### src/hw/rtl/wpsr_pkg.sv
// ----------------------------------------------------------------------------
// wpsr_pkg
// Shared types and constants of the window pixel stream to RGB565 converter.
// ----------------------------------------------------------------------------
`timescale 1ns / 1ps

package wpsr_pkg;

   localparam logic [7:0] CMD_COLUMN = 8'h2A;
   localparam logic [7:0] CMD_ROW    = 8'h2B;
   localparam logic [7:0] CMD_WRITE  = 8'h2C;

   localparam logic [15:0] RESET_SCREEN_WIDTH  = 16'd132;
   localparam logic [15:0] RESET_SCREEN_HEIGHT = 16'd162;

   localparam logic [1:0] CSR_SCREEN_WIDTH  = 2'd0;
   localparam logic [1:0] CSR_SCREEN_HEIGHT = 2'd1;
   localparam logic [1:0] CSR_PIXEL_FORMAT  = 2'd2;

   localparam logic [1:0] FMT_RGB332 = 2'd0;
   localparam logic [1:0] FMT_RGB565 = 2'd1;
   localparam logic [1:0] FMT_RGB888 = 2'd2;

   localparam logic       REQ_WINDOW = 1'b0;

   // byte positions within a window transaction
   localparam logic [3:0] WIN_IDX_COL_CMD  = 4'd0;
   localparam logic [3:0] WIN_IDX_XS_HI    = 4'd1;
   localparam logic [3:0] WIN_IDX_XS_LO    = 4'd2;
   localparam logic [3:0] WIN_IDX_XE_HI    = 4'd3;
   localparam logic [3:0] WIN_IDX_XE_LO    = 4'd4;
   localparam logic [3:0] WIN_IDX_ROW_CMD  = 4'd5;
   localparam logic [3:0] WIN_IDX_YS_HI    = 4'd6;
   localparam logic [3:0] WIN_IDX_YS_LO    = 4'd7;
   localparam logic [3:0] WIN_IDX_YE_HI    = 4'd8;
   localparam logic [3:0] WIN_IDX_YE_LO    = 4'd9;
   localparam logic [3:0] WIN_IDX_WR_CMD   = 4'd10;

   localparam int QUEUE_DEPTH = 4;
   localparam int QPTR_W      = $clog2(QUEUE_DEPTH);

   typedef enum logic [1:0] {
      KIND_WINDOW,
      KIND_REJECT,
      KIND_PIXEL
   } entry_kind_type;

   // For KIND_PIXEL the RGB565 word travels in x_start.
   typedef struct packed {
      entry_kind_type kind;
      logic [15:0]    x_start;
      logic [15:0]    x_end;
      logic [15:0]    y_start;
      logic [15:0]    y_end;
   } entry_type;

endpackage

### src/hw/rtl/wpsr_front.sv
// ----------------------------------------------------------------------------
// wpsr_front
// Accepts request transactions, holds the CSRs, checks window bounds and
// assembles source pixels into RGB565 words for the work queue.
// ----------------------------------------------------------------------------
`timescale 1ns / 1ps

module wpsr_front (
   input  logic                clock,
   input  logic                reset,
   input  logic                req_valid,
   output logic                req_stall,
   input  logic                req_type,
   input  logic [15:0]         req_win_x,
   input  logic [15:0]         req_win_y,
   input  logic [15:0]         req_img_width,
   input  logic [15:0]         req_img_height,
   input  logic [7:0]          req_data_byte,
   input  logic                csr_valid,
   output logic                csr_ready,
   input  logic [1:0]          csr_index,
   input  logic [15:0]         csr_wdata,
   input  logic                q_full,
   output logic                push_valid,
   output wpsr_pkg::entry_type push_entry
);
   import wpsr_pkg::*;

   logic [15:0] scr_width_ff, scr_width_in;
   logic [15:0] scr_height_ff, scr_height_in;
   logic [1:0]  fmt_ff, fmt_in;
   logic [15:0] partial_ff, partial_in;
   logic [1:0]  phase_ff, phase_in;
   logic        open_ff, open_in;

   logic        accept;
   logic [15:0] x_end;
   logic [15:0] y_end;
   logic        win_ok;

   assign req_stall = q_full;
   assign csr_ready = 1'b1;
   assign accept    = req_valid && !q_full;

   assign x_end  = req_win_x + req_img_width - 16'd1;
   assign y_end  = req_win_y + req_img_height - 16'd1;
   assign win_ok = (x_end < scr_width_ff) && (y_end < scr_height_ff);

   always_comb begin
      scr_width_in  = scr_width_ff;
      scr_height_in = scr_height_ff;
      fmt_in        = fmt_ff;
      if (csr_valid) begin
         unique case (csr_index)
            CSR_SCREEN_WIDTH:  scr_width_in  = csr_wdata;
            CSR_SCREEN_HEIGHT: scr_height_in = csr_wdata;
            CSR_PIXEL_FORMAT:  fmt_in        = csr_wdata[1:0];
            default: ;
         endcase
      end
   end

   always_comb begin
      partial_in         = partial_ff;
      phase_in           = phase_ff;
      open_in            = open_ff;
      push_valid         = 1'b0;
      push_entry.kind    = KIND_PIXEL;
      push_entry.x_start = req_win_x;
      push_entry.x_end   = x_end;
      push_entry.y_start = req_win_y;
      push_entry.y_end   = y_end;
      if (accept) begin
         if (req_type == REQ_WINDOW) begin
            partial_in      = 16'd0;
            phase_in        = 2'd0;
            open_in         = win_ok;
            push_valid      = 1'b1;
            push_entry.kind = win_ok ? KIND_WINDOW : KIND_REJECT;
         end else if (open_ff) begin
            unique case (fmt_ff)
               FMT_RGB332: begin
                  partial_in         = 16'd0;
                  phase_in           = 2'd0;
                  push_valid         = 1'b1;
                  push_entry.x_start = {req_data_byte[7:5], 2'b00,
                                        req_data_byte[4:2], 3'b000,
                                        req_data_byte[1:0], 3'b000};
               end
               FMT_RGB565: begin
                  if (phase_ff == 2'd0) begin
                     partial_in = {req_data_byte, 8'h00};
                     phase_in   = 2'd1;
                  end else begin
                     partial_in         = 16'd0;
                     phase_in           = 2'd0;
                     push_valid         = 1'b1;
                     push_entry.x_start = {partial_ff[15:8], req_data_byte};
                  end
               end
               FMT_RGB888: begin
                  if (phase_ff == 2'd0) begin
                     partial_in = {req_data_byte, 8'h00};
                     phase_in   = 2'd1;
                  end else if (phase_ff == 2'd1) begin
                     partial_in = {partial_ff[15:8], req_data_byte};
                     phase_in   = 2'd2;
                  end else begin
                     partial_in         = 16'd0;
                     phase_in           = 2'd0;
                     push_valid         = 1'b1;
                     push_entry.x_start = {partial_ff[15:11], partial_ff[7:2],
                                           req_data_byte[7:3]};
                  end
               end
               default: ;
            endcase
         end
      end
   end

   always_ff @(posedge clock) begin
      if (reset) begin
         scr_width_ff  <= RESET_SCREEN_WIDTH;
         scr_height_ff <= RESET_SCREEN_HEIGHT;
         fmt_ff        <= FMT_RGB332;
         partial_ff    <= 16'd0;
         phase_ff      <= 2'd0;
         open_ff       <= 1'b0;
      end else begin
         scr_width_ff  <= scr_width_in;
         scr_height_ff <= scr_height_in;
         fmt_ff        <= fmt_in;
         partial_ff    <= partial_in;
         phase_ff      <= phase_in;
         open_ff       <= open_in;
      end
   end

endmodule

### src/hw/rtl/wpsr_queue.sv
// ----------------------------------------------------------------------------
// wpsr_queue
// Small FIFO of work entries between the front and back ends.
// ----------------------------------------------------------------------------
`timescale 1ns / 1ps

module wpsr_queue (
   input  logic                clock,
   input  logic                reset,
   input  logic                push_valid,
   input  wpsr_pkg::entry_type push_entry,
   output logic                q_full,
   output logic                head_valid,
   output wpsr_pkg::entry_type head_entry,
   input  logic                pop
);
   import wpsr_pkg::*;

   entry_type           entries_ff [QUEUE_DEPTH];
   logic [QPTR_W-1:0]   wr_ptr_ff, wr_ptr_in;
   logic [QPTR_W-1:0]   rd_ptr_ff, rd_ptr_in;
   logic [QPTR_W:0]     count_ff, count_in;

   assign q_full     = (count_ff == (QPTR_W+1)'(QUEUE_DEPTH));
   assign head_valid = (count_ff != '0);
   assign head_entry = entries_ff[rd_ptr_ff];

   always_comb begin
      wr_ptr_in = push_valid ? wr_ptr_ff + 1'b1 : wr_ptr_ff;
      rd_ptr_in = pop ? rd_ptr_ff + 1'b1 : rd_ptr_ff;
      count_in  = count_ff;
      if (push_valid && !pop) begin
         count_in = count_ff + 1'b1;
      end else if (!push_valid && pop) begin
         count_in = count_ff - 1'b1;
      end
   end

   always_ff @(posedge clock) begin
      if (push_valid) begin
         entries_ff[wr_ptr_ff] <= push_entry;
      end
   end

   always_ff @(posedge clock) begin
      if (reset) begin
         wr_ptr_ff <= '0;
         rd_ptr_ff <= '0;
         count_ff  <= '0;
      end else begin
         wr_ptr_ff <= wr_ptr_in;
         rd_ptr_ff <= rd_ptr_in;
         count_ff  <= count_in;
      end
   end

endmodule

### src/hw/rtl/wpsr_back.sv
// ----------------------------------------------------------------------------
// wpsr_back
// Walks the head queue entry byte by byte into the registered response port.
// ----------------------------------------------------------------------------
`timescale 1ns / 1ps

module wpsr_back (
   input  logic                clock,
   input  logic                reset,
   input  logic                head_valid,
   input  wpsr_pkg::entry_type head_entry,
   output logic                pop,
   output logic                rsp_valid,
   input  logic                rsp_stall,
   output logic [7:0]          rsp_out_byte,
   output logic                rsp_is_data,
   output logic                rsp_last,
   output logic                rsp_rejected
);
   import wpsr_pkg::*;

   logic       valid_ff, valid_in;
   logic [7:0] byte_ff, byte_in;
   logic       data_ff, data_in;
   logic       last_ff, last_in;
   logic       rej_ff, rej_in;
   logic [3:0] idx_ff, idx_in;
   logic       load;
   logic       entry_done;

   assign load = head_valid && (!valid_ff || !rsp_stall);
   assign pop  = load && entry_done;

   always_comb begin
      byte_in    = 8'h00;
      data_in    = 1'b1;
      rej_in     = 1'b0;
      entry_done = 1'b0;
      unique case (head_entry.kind)
         KIND_REJECT: begin
            data_in    = 1'b0;
            rej_in     = 1'b1;
            entry_done = 1'b1;
         end
         KIND_PIXEL: begin
            entry_done = (idx_ff != 4'd0);
            byte_in    = entry_done ? head_entry.x_start[7:0] : head_entry.x_start[15:8];
         end
         KIND_WINDOW: begin
            unique case (idx_ff)
               WIN_IDX_COL_CMD: begin
                  byte_in = CMD_COLUMN;
                  data_in = 1'b0;
               end
               WIN_IDX_XS_HI:   byte_in = head_entry.x_start[15:8];
               WIN_IDX_XS_LO:   byte_in = head_entry.x_start[7:0];
               WIN_IDX_XE_HI:   byte_in = head_entry.x_end[15:8];
               WIN_IDX_XE_LO:   byte_in = head_entry.x_end[7:0];
               WIN_IDX_ROW_CMD: begin
                  byte_in = CMD_ROW;
                  data_in = 1'b0;
               end
               WIN_IDX_YS_HI:   byte_in = head_entry.y_start[15:8];
               WIN_IDX_YS_LO:   byte_in = head_entry.y_start[7:0];
               WIN_IDX_YE_HI:   byte_in = head_entry.y_end[15:8];
               WIN_IDX_YE_LO:   byte_in = head_entry.y_end[7:0];
               default: begin
                  byte_in    = CMD_WRITE;
                  data_in    = 1'b0;
                  entry_done = 1'b1;
               end
            endcase
         end
         default: begin
            entry_done = 1'b1;
         end
      endcase
      last_in = entry_done;
   end

   always_comb begin
      valid_in = valid_ff;
      idx_in   = idx_ff;
      if (load) begin
         valid_in = 1'b1;
         idx_in   = entry_done ? 4'd0 : idx_ff + 4'd1;
      end else if (!rsp_stall) begin
         valid_in = 1'b0;
      end
   end

   always_ff @(posedge clock) begin
      if (load) begin
         byte_ff <= byte_in;
         data_ff <= data_in;
         last_ff <= last_in;
         rej_ff  <= rej_in;
      end
   end

   always_ff @(posedge clock) begin
      if (reset) begin
         valid_ff <= 1'b0;
         idx_ff   <= 4'd0;
      end else begin
         valid_ff <= valid_in;
         idx_ff   <= idx_in;
      end
   end

   assign rsp_valid    = valid_ff;
   assign rsp_out_byte = byte_ff;
   assign rsp_is_data  = data_ff;
   assign rsp_last     = last_ff;
   assign rsp_rejected = rej_ff;

endmodule

### src/hw/rtl/window_pixel_stream_to_rgb565.sv
// ----------------------------------------------------------------------------
// window_pixel_stream_to_rgb565
// Turns window and pixel byte transactions into panel command and RGB565
// data bytes.
// ----------------------------------------------------------------------------
// Usage:
//  req_*: one transaction per window open (req_type 0) or source byte
//    (req_type 1). A window yields 11 bytes (column, row and memory write
//    commands with address bytes) or one rejected byte if out of bounds.
//    A completed source pixel yields two RGB565 bytes, high byte first.
//  rsp_*: one byte per transaction; rsp_last marks the final byte of a
//    request transaction.
//  csr_*: screen width, height and pixel format; always ready. Write only
//    while idle.
//  With the queue empty, a request's entry is written into the work queue
//    and its first byte is then registered onto rsp_*.
//  The back end emits one byte per cycle while rsp_stall is low. Requests
//    are taken every cycle while the four-entry work queue has room;
//    req_stall is the queue full flag.
//  A stalled response holds; the queue absorbs up to four more work
//    entries before req_stall rises.
//  Reset clears the window, pixel phase, queue and output; CSRs return to
//    132 x 162, RGB332.
// ----------------------------------------------------------------------------
`timescale 1ns / 1ps

module window_pixel_stream_to_rgb565 (
   input  logic        clock,
   input  logic        reset,
   input  logic        req_valid,
   output logic        req_stall,
   input  logic        req_type,
   input  logic [15:0] req_win_x,
   input  logic [15:0] req_win_y,
   input  logic [15:0] req_img_width,
   input  logic [15:0] req_img_height,
   input  logic [7:0]  req_data_byte,
   output logic        rsp_valid,
   input  logic        rsp_stall,
   output logic [7:0]  rsp_out_byte,
   output logic        rsp_is_data,
   output logic        rsp_last,
   output logic        rsp_rejected,
   input  logic        csr_valid,
   output logic        csr_ready,
   input  logic [1:0]  csr_index,
   input  logic [15:0] csr_wdata
);
   import wpsr_pkg::*;

   logic      q_full;
   logic      push_valid;
   entry_type push_entry;
   logic      head_valid;
   entry_type head_entry;
   logic      pop;

   wpsr_front u_front (
      .clock          (clock),
      .reset          (reset),
      .req_valid      (req_valid),
      .req_stall      (req_stall),
      .req_type       (req_type),
      .req_win_x      (req_win_x),
      .req_win_y      (req_win_y),
      .req_img_width  (req_img_width),
      .req_img_height (req_img_height),
      .req_data_byte  (req_data_byte),
      .csr_valid      (csr_valid),
      .csr_ready      (csr_ready),
      .csr_index      (csr_index),
      .csr_wdata      (csr_wdata),
      .q_full         (q_full),
      .push_valid     (push_valid),
      .push_entry     (push_entry)
   );

   wpsr_queue u_queue (
      .clock      (clock),
      .reset      (reset),
      .push_valid (push_valid),
      .push_entry (push_entry),
      .q_full     (q_full),
      .head_valid (head_valid),
      .head_entry (head_entry),
      .pop        (pop)
   );

   wpsr_back u_back (
      .clock        (clock),
      .reset        (reset),
      .head_valid   (head_valid),
      .head_entry   (head_entry),
      .pop          (pop),
      .rsp_valid    (rsp_valid),
      .rsp_stall    (rsp_stall),
      .rsp_out_byte (rsp_out_byte),
      .rsp_is_data  (rsp_is_data),
      .rsp_last     (rsp_last),
      .rsp_rejected (rsp_rejected)
   );

endmodule

### config.mk
export PLATFORM = sky130hd
export DESIGN_NAME = window_pixel_stream_to_rgb565
export DESIGN_NICKNAME = d
export VERILOG_FILES = /design/src/hw/rtl/wpsr_pkg.sv /design/src/hw/rtl/wpsr_front.sv /design/src/hw/rtl/wpsr_queue.sv /design/src/hw/rtl/wpsr_back.sv /design/src/hw/rtl/window_pixel_stream_to_rgb565.sv
export SDC_FILE = /design/constraint.sdc
export NUM_CORES = 1
export LEC_CHECK = 0
export BUFFER_PORTS_ARGS = -buffer_cell sky130_fd_sc_hd__buf_2
export CAP_MARGIN = 20
export CORE_MARGIN = 4
export CORE_UTILIZATION = 35
export CTS_CLUSTER_DIAMETER = 50
export CTS_CLUSTER_SIZE = 28
export DETAILED_ROUTE_END_ITERATION = 12
export PLACE_DENSITY = 0.61
export SLEW_MARGIN = 5
export SYNTH_ARGS = -nofsm -noshare
export SYNTH_HDL_FRONTEND = slang
export SYNTH_SLANG_ARGS = --single-unit
### constraint.sdc
create_clock -name clock -period 4.3 [get_ports clock]
set_input_delay 0.215 -clock clock [delete_from_list [all_inputs] [get_ports clock]]
set_output_delay 0.215 -clock clock [all_outputs]
set_load 0.05 [all_outputs]
==> results.yml <==
cells_and_area:
  area_of_all_placed_cells_without_fillers_um2: 19700
  area.sequential_um2: 9570
  post-route-util_pct: 41.9
  drive_gt1_share_pct: 19.8
  layout_commonest_cell: "edfxtp_1"
  most-common-layout-cells: "edfxtp_1 (275), inv_1 (170), buf_2 (108)"
  fillCellCount: 4287
  diodes: 0
  flow.area_growth_from_synthesis_pct: 17.5
  multi_input_gate_area_um2: 6300
  fin_nets: 1660
pwr:
  share_comb_of_total_power_pct: 29.6
  switching_share_of_power_pct: 34.2
  cellInternalPower_mw: 6.49
  lkg_pwr_nw: 7.29
  pwr-share-clk_pct: 29.3
  vdd_drop_max_mv: 0.312
  share_seq_of_total_power_pct: 41.1
  power.density_nw_per_um2: 502
  switching_power_mw: 3.38
status:
  status: "completed"
route:
  drtAntennaViolNets: 0
  wl_per_cell_um: 20.1
  routed-via-count: 10800
  detail_route.drc_violations: 0
  drt-initial-drc-count: 822
  drt-total-wl_um: 42100
  detail_route.first_pass.iterations: 8
  vias_per_cell: 5.19
timing:
  final-setup-viol-count: 0
  max_slew.worst_pin.slew_ps: 1050
  setup-tns-final_ps: 0
  maxSlewHeadroom_pct: 29.4
  fmax_ghz: 0.249
  final_skew_ps: 16.7
  pins_over_slew_limit: 0
  finalHoldViolCount: 0
  whs_ps: 79.0
  finalWorstSetupSlack_ps: 277
  min_period_ps: 4020
  final_min_period_over_clock_period_pct: 93.6
  grt_setup_unrepaired: "no"
worst_setup_path:
  worst_ep_arrival_time_ps: 4350
  slowest_stage_delay_on_critical_path_ps: 540
  crit_path_start_kind: "input pin"
  critical_path.endpoint_type: "register"
  timing.setup.critical_path_class: "input pin to register"
  cp_top_family: "adder cells"
  cpMaxStageDelayCell: "dlygate4sd3_1"
  required_ps: 4630
  path_max_fanout: 5
  cp.buffers_inverters: 5
  crit_path_cell_trace: "dlygate4sd3_1 -> buf_2 -> inv_1 -> ha_1 -> inv_1 -> ha_1 -> inv_1 -> fa_1 -> nand2b_1 -> a21oi_2 -> o21ai_0 -> o211ai_1 -> xnor2_1 -> ha_1 -> nand4_1 -> nor3_1 -> a311oi_1 -> nand4_1 -> nor2b_1"
global_routing:
  gr-usage-all-layers_pct: 16.0
  grt-ovfl-total: 0
  vias_in_the_first_global_route: 10600
  antenna_found_initial: 0
  grt_first_pass_wirelength_um: 62900
  maximum_number_of_pins_on_one_net_before_global_route_repair: 67
cts:
  htreeDepth: 1
  cts.clk_slew.worst_paths_ps: 80
  clock_sink_count: 340
  cts_tree: "built"
  clockBufferDepth: 3
  cts-buffers-inserted: 29
  skew_pair_late_insertion_delay_ps: 580
  root_buffer: "clkbuf_16"
floorplanning:
  horizontal_extent_of_the_die_um: 227
  core-area_um2: 47000
  placementRows: 79
  top_level_ports: 110
  die_outline_area_um2: 51400
  start_util_pct: 35.7
  die-height_um: 227
synth:
  synth_top_area_cell: "edfxtp_1"
  synth_top_area_share_pct: 49.3
  synth.area.top_cells: "edfxtp_1 (49%), mux4_2 (8.2%), dfxtp_1 (7.8%), ha_1 (7.5%), inv_1 (3.8%)"
  synth_enable_flop_cells: 275
  ys_types: 80
  seq_area_frac_synth_pct: 57.1
  post_synth_instance_area_um2: 16800
  synth_fp_nets: 1496
  synth_flop_cell: "edfxtp_1"
  count_of_warnings_emitted_by_yosys: 0
  synth_async_sr_flop_share_pct: 0
  syn_inst: 1296
  postSynthRegisterBits: 340
  synth.avg_cell_area_um2: 12.9
placed_design:
  number_of_buffer_cells_added_on_primary_ports: 108
  gp_routability_congestion: 0.879
  dpl-instance-area_um2: 18100
  preCtsSetupSlack_ps: -24.7
  detailedPlacementHpwl_um: 30000
worst_hold_path:
  hp_class: "input pin to register"
run:
  max_cap_violations: 0
synthesized netlist by cell type (10+ instances only):
master     count
o2bb2ai_1     12
nand3_1       24
mux2_2        12
clkbuf_1      26
nand2_1      101
edfxtp_1     275
dfxtp_1       65
o21ai_0       21
a21o_1        15
ha_1         101
inv_1        170
mux4_2        61
nor2_1        51
xnor2_1       21
a21oi_1       78
mux2i_1       19
a22oi_1       17
buf_2         10
a211oi_1      11
stage by stage:
stage	total power, mW	cells
final	9.87	2090
after global routing	10.4	2090
after CTS	9.97	2088
after detailed placement	7.05	1993
after global placement	7.01	1993
after floorplan	6.11	1296
layout make-up:
cell class | instances | share of cell area (%)
inverters | 172 | 3.28
clock inverters | 24 | 1.97
clock buffers | 30 | 3.71
flip-flops and latches | 340 | 48.6
repair buffers | 185 | 6.52
well taps | 607 | 3.86
multi-input cells | 732 | 32.0
kinds of logic after synthesis:
group / Yosys count / synth area share [%]
compound gates: 251 / 10.4
other cells: 1 / 0.0224
mux: 95 / 10.5
buf+inv: 224 / 5.41
flops: 340 / 57.1
xor+xnor: 28 / 1.46
simple gates: 253 / 7.20
fa+ha+maj: 104 / 7.90
flip-flops by register name, indices dropped and copies added (netlist names), 3 cells and up, named ones only:
| register | flops |
|---|---|
| u_front.scr_width_ff | 16 |
| u_back.rsp_out_byte | 8 |
| u_front.partial_ff | 14 |
| u_front.scr_height_ff | 16 |
| u_queue.count_ff | 3 |
| u_back.idx_ff | 4 |
| u_queue.entries_ff | 264 |
power groups by stage:
stage	combinational, mW	clock [mW]	sequential, mW
floorplan	1.81	0	4.29
global placement	2.87	0	4.13
detailed placement	2.90	0	4.14
CTS	2.94	2.96	4.07
global route	3.18	3.11	4.09
finish	2.92	2.89	4.06
timing repair:
action | in CTS | in global routing
resized for setup | 0 | 2
setup endpoints to repair | 0 | 5
hold endpoints to repair | 113 | 0
setup buffers | 0 | 2
hold buffers | 41 | 0
layer usage:
| metal | GRT usage, % | vias up | part of all wire, % |
|---|---|---|---|
| met3 | 2.38 | 54 | 5.3 |
| li1 | - | 5147 | - |
| met1 | 22.2 | 5382 | 44 |
| met5 | 0 | - | 0 |
| met4 | 4.18 | 0 | 2.3 |
| met2 | 26.5 | 259 | 48 |
worst paths after layout:
| check | start | to | slack, ps | depth (start not counted) |
|---|---|---|---|---|
| worst min-delay path | req_win_x[4] | u_queue.entries_ff[1][52]$_DFFE_PP_ | 80 | 2 |
| worst max-delay path | req_win_y[1] | u_queue.entries_ff[2][64]$_DFFE_PP_ | 280 | 19 |
| worst min register to register | u_front.scr_width_ff[6]$_SDFFE_PP0P_ | u_front.scr_width_ff[6]$_SDFFE_PP0P_ | 460 | 2 |
| worst max register to register | u_front.fmt_ff[0]$_SDFFE_PP0P_ | u_queue.count_ff[2]$_SDFFE_PP0P_ | 930 | 11 |
(Power assumes the default switching activity.)
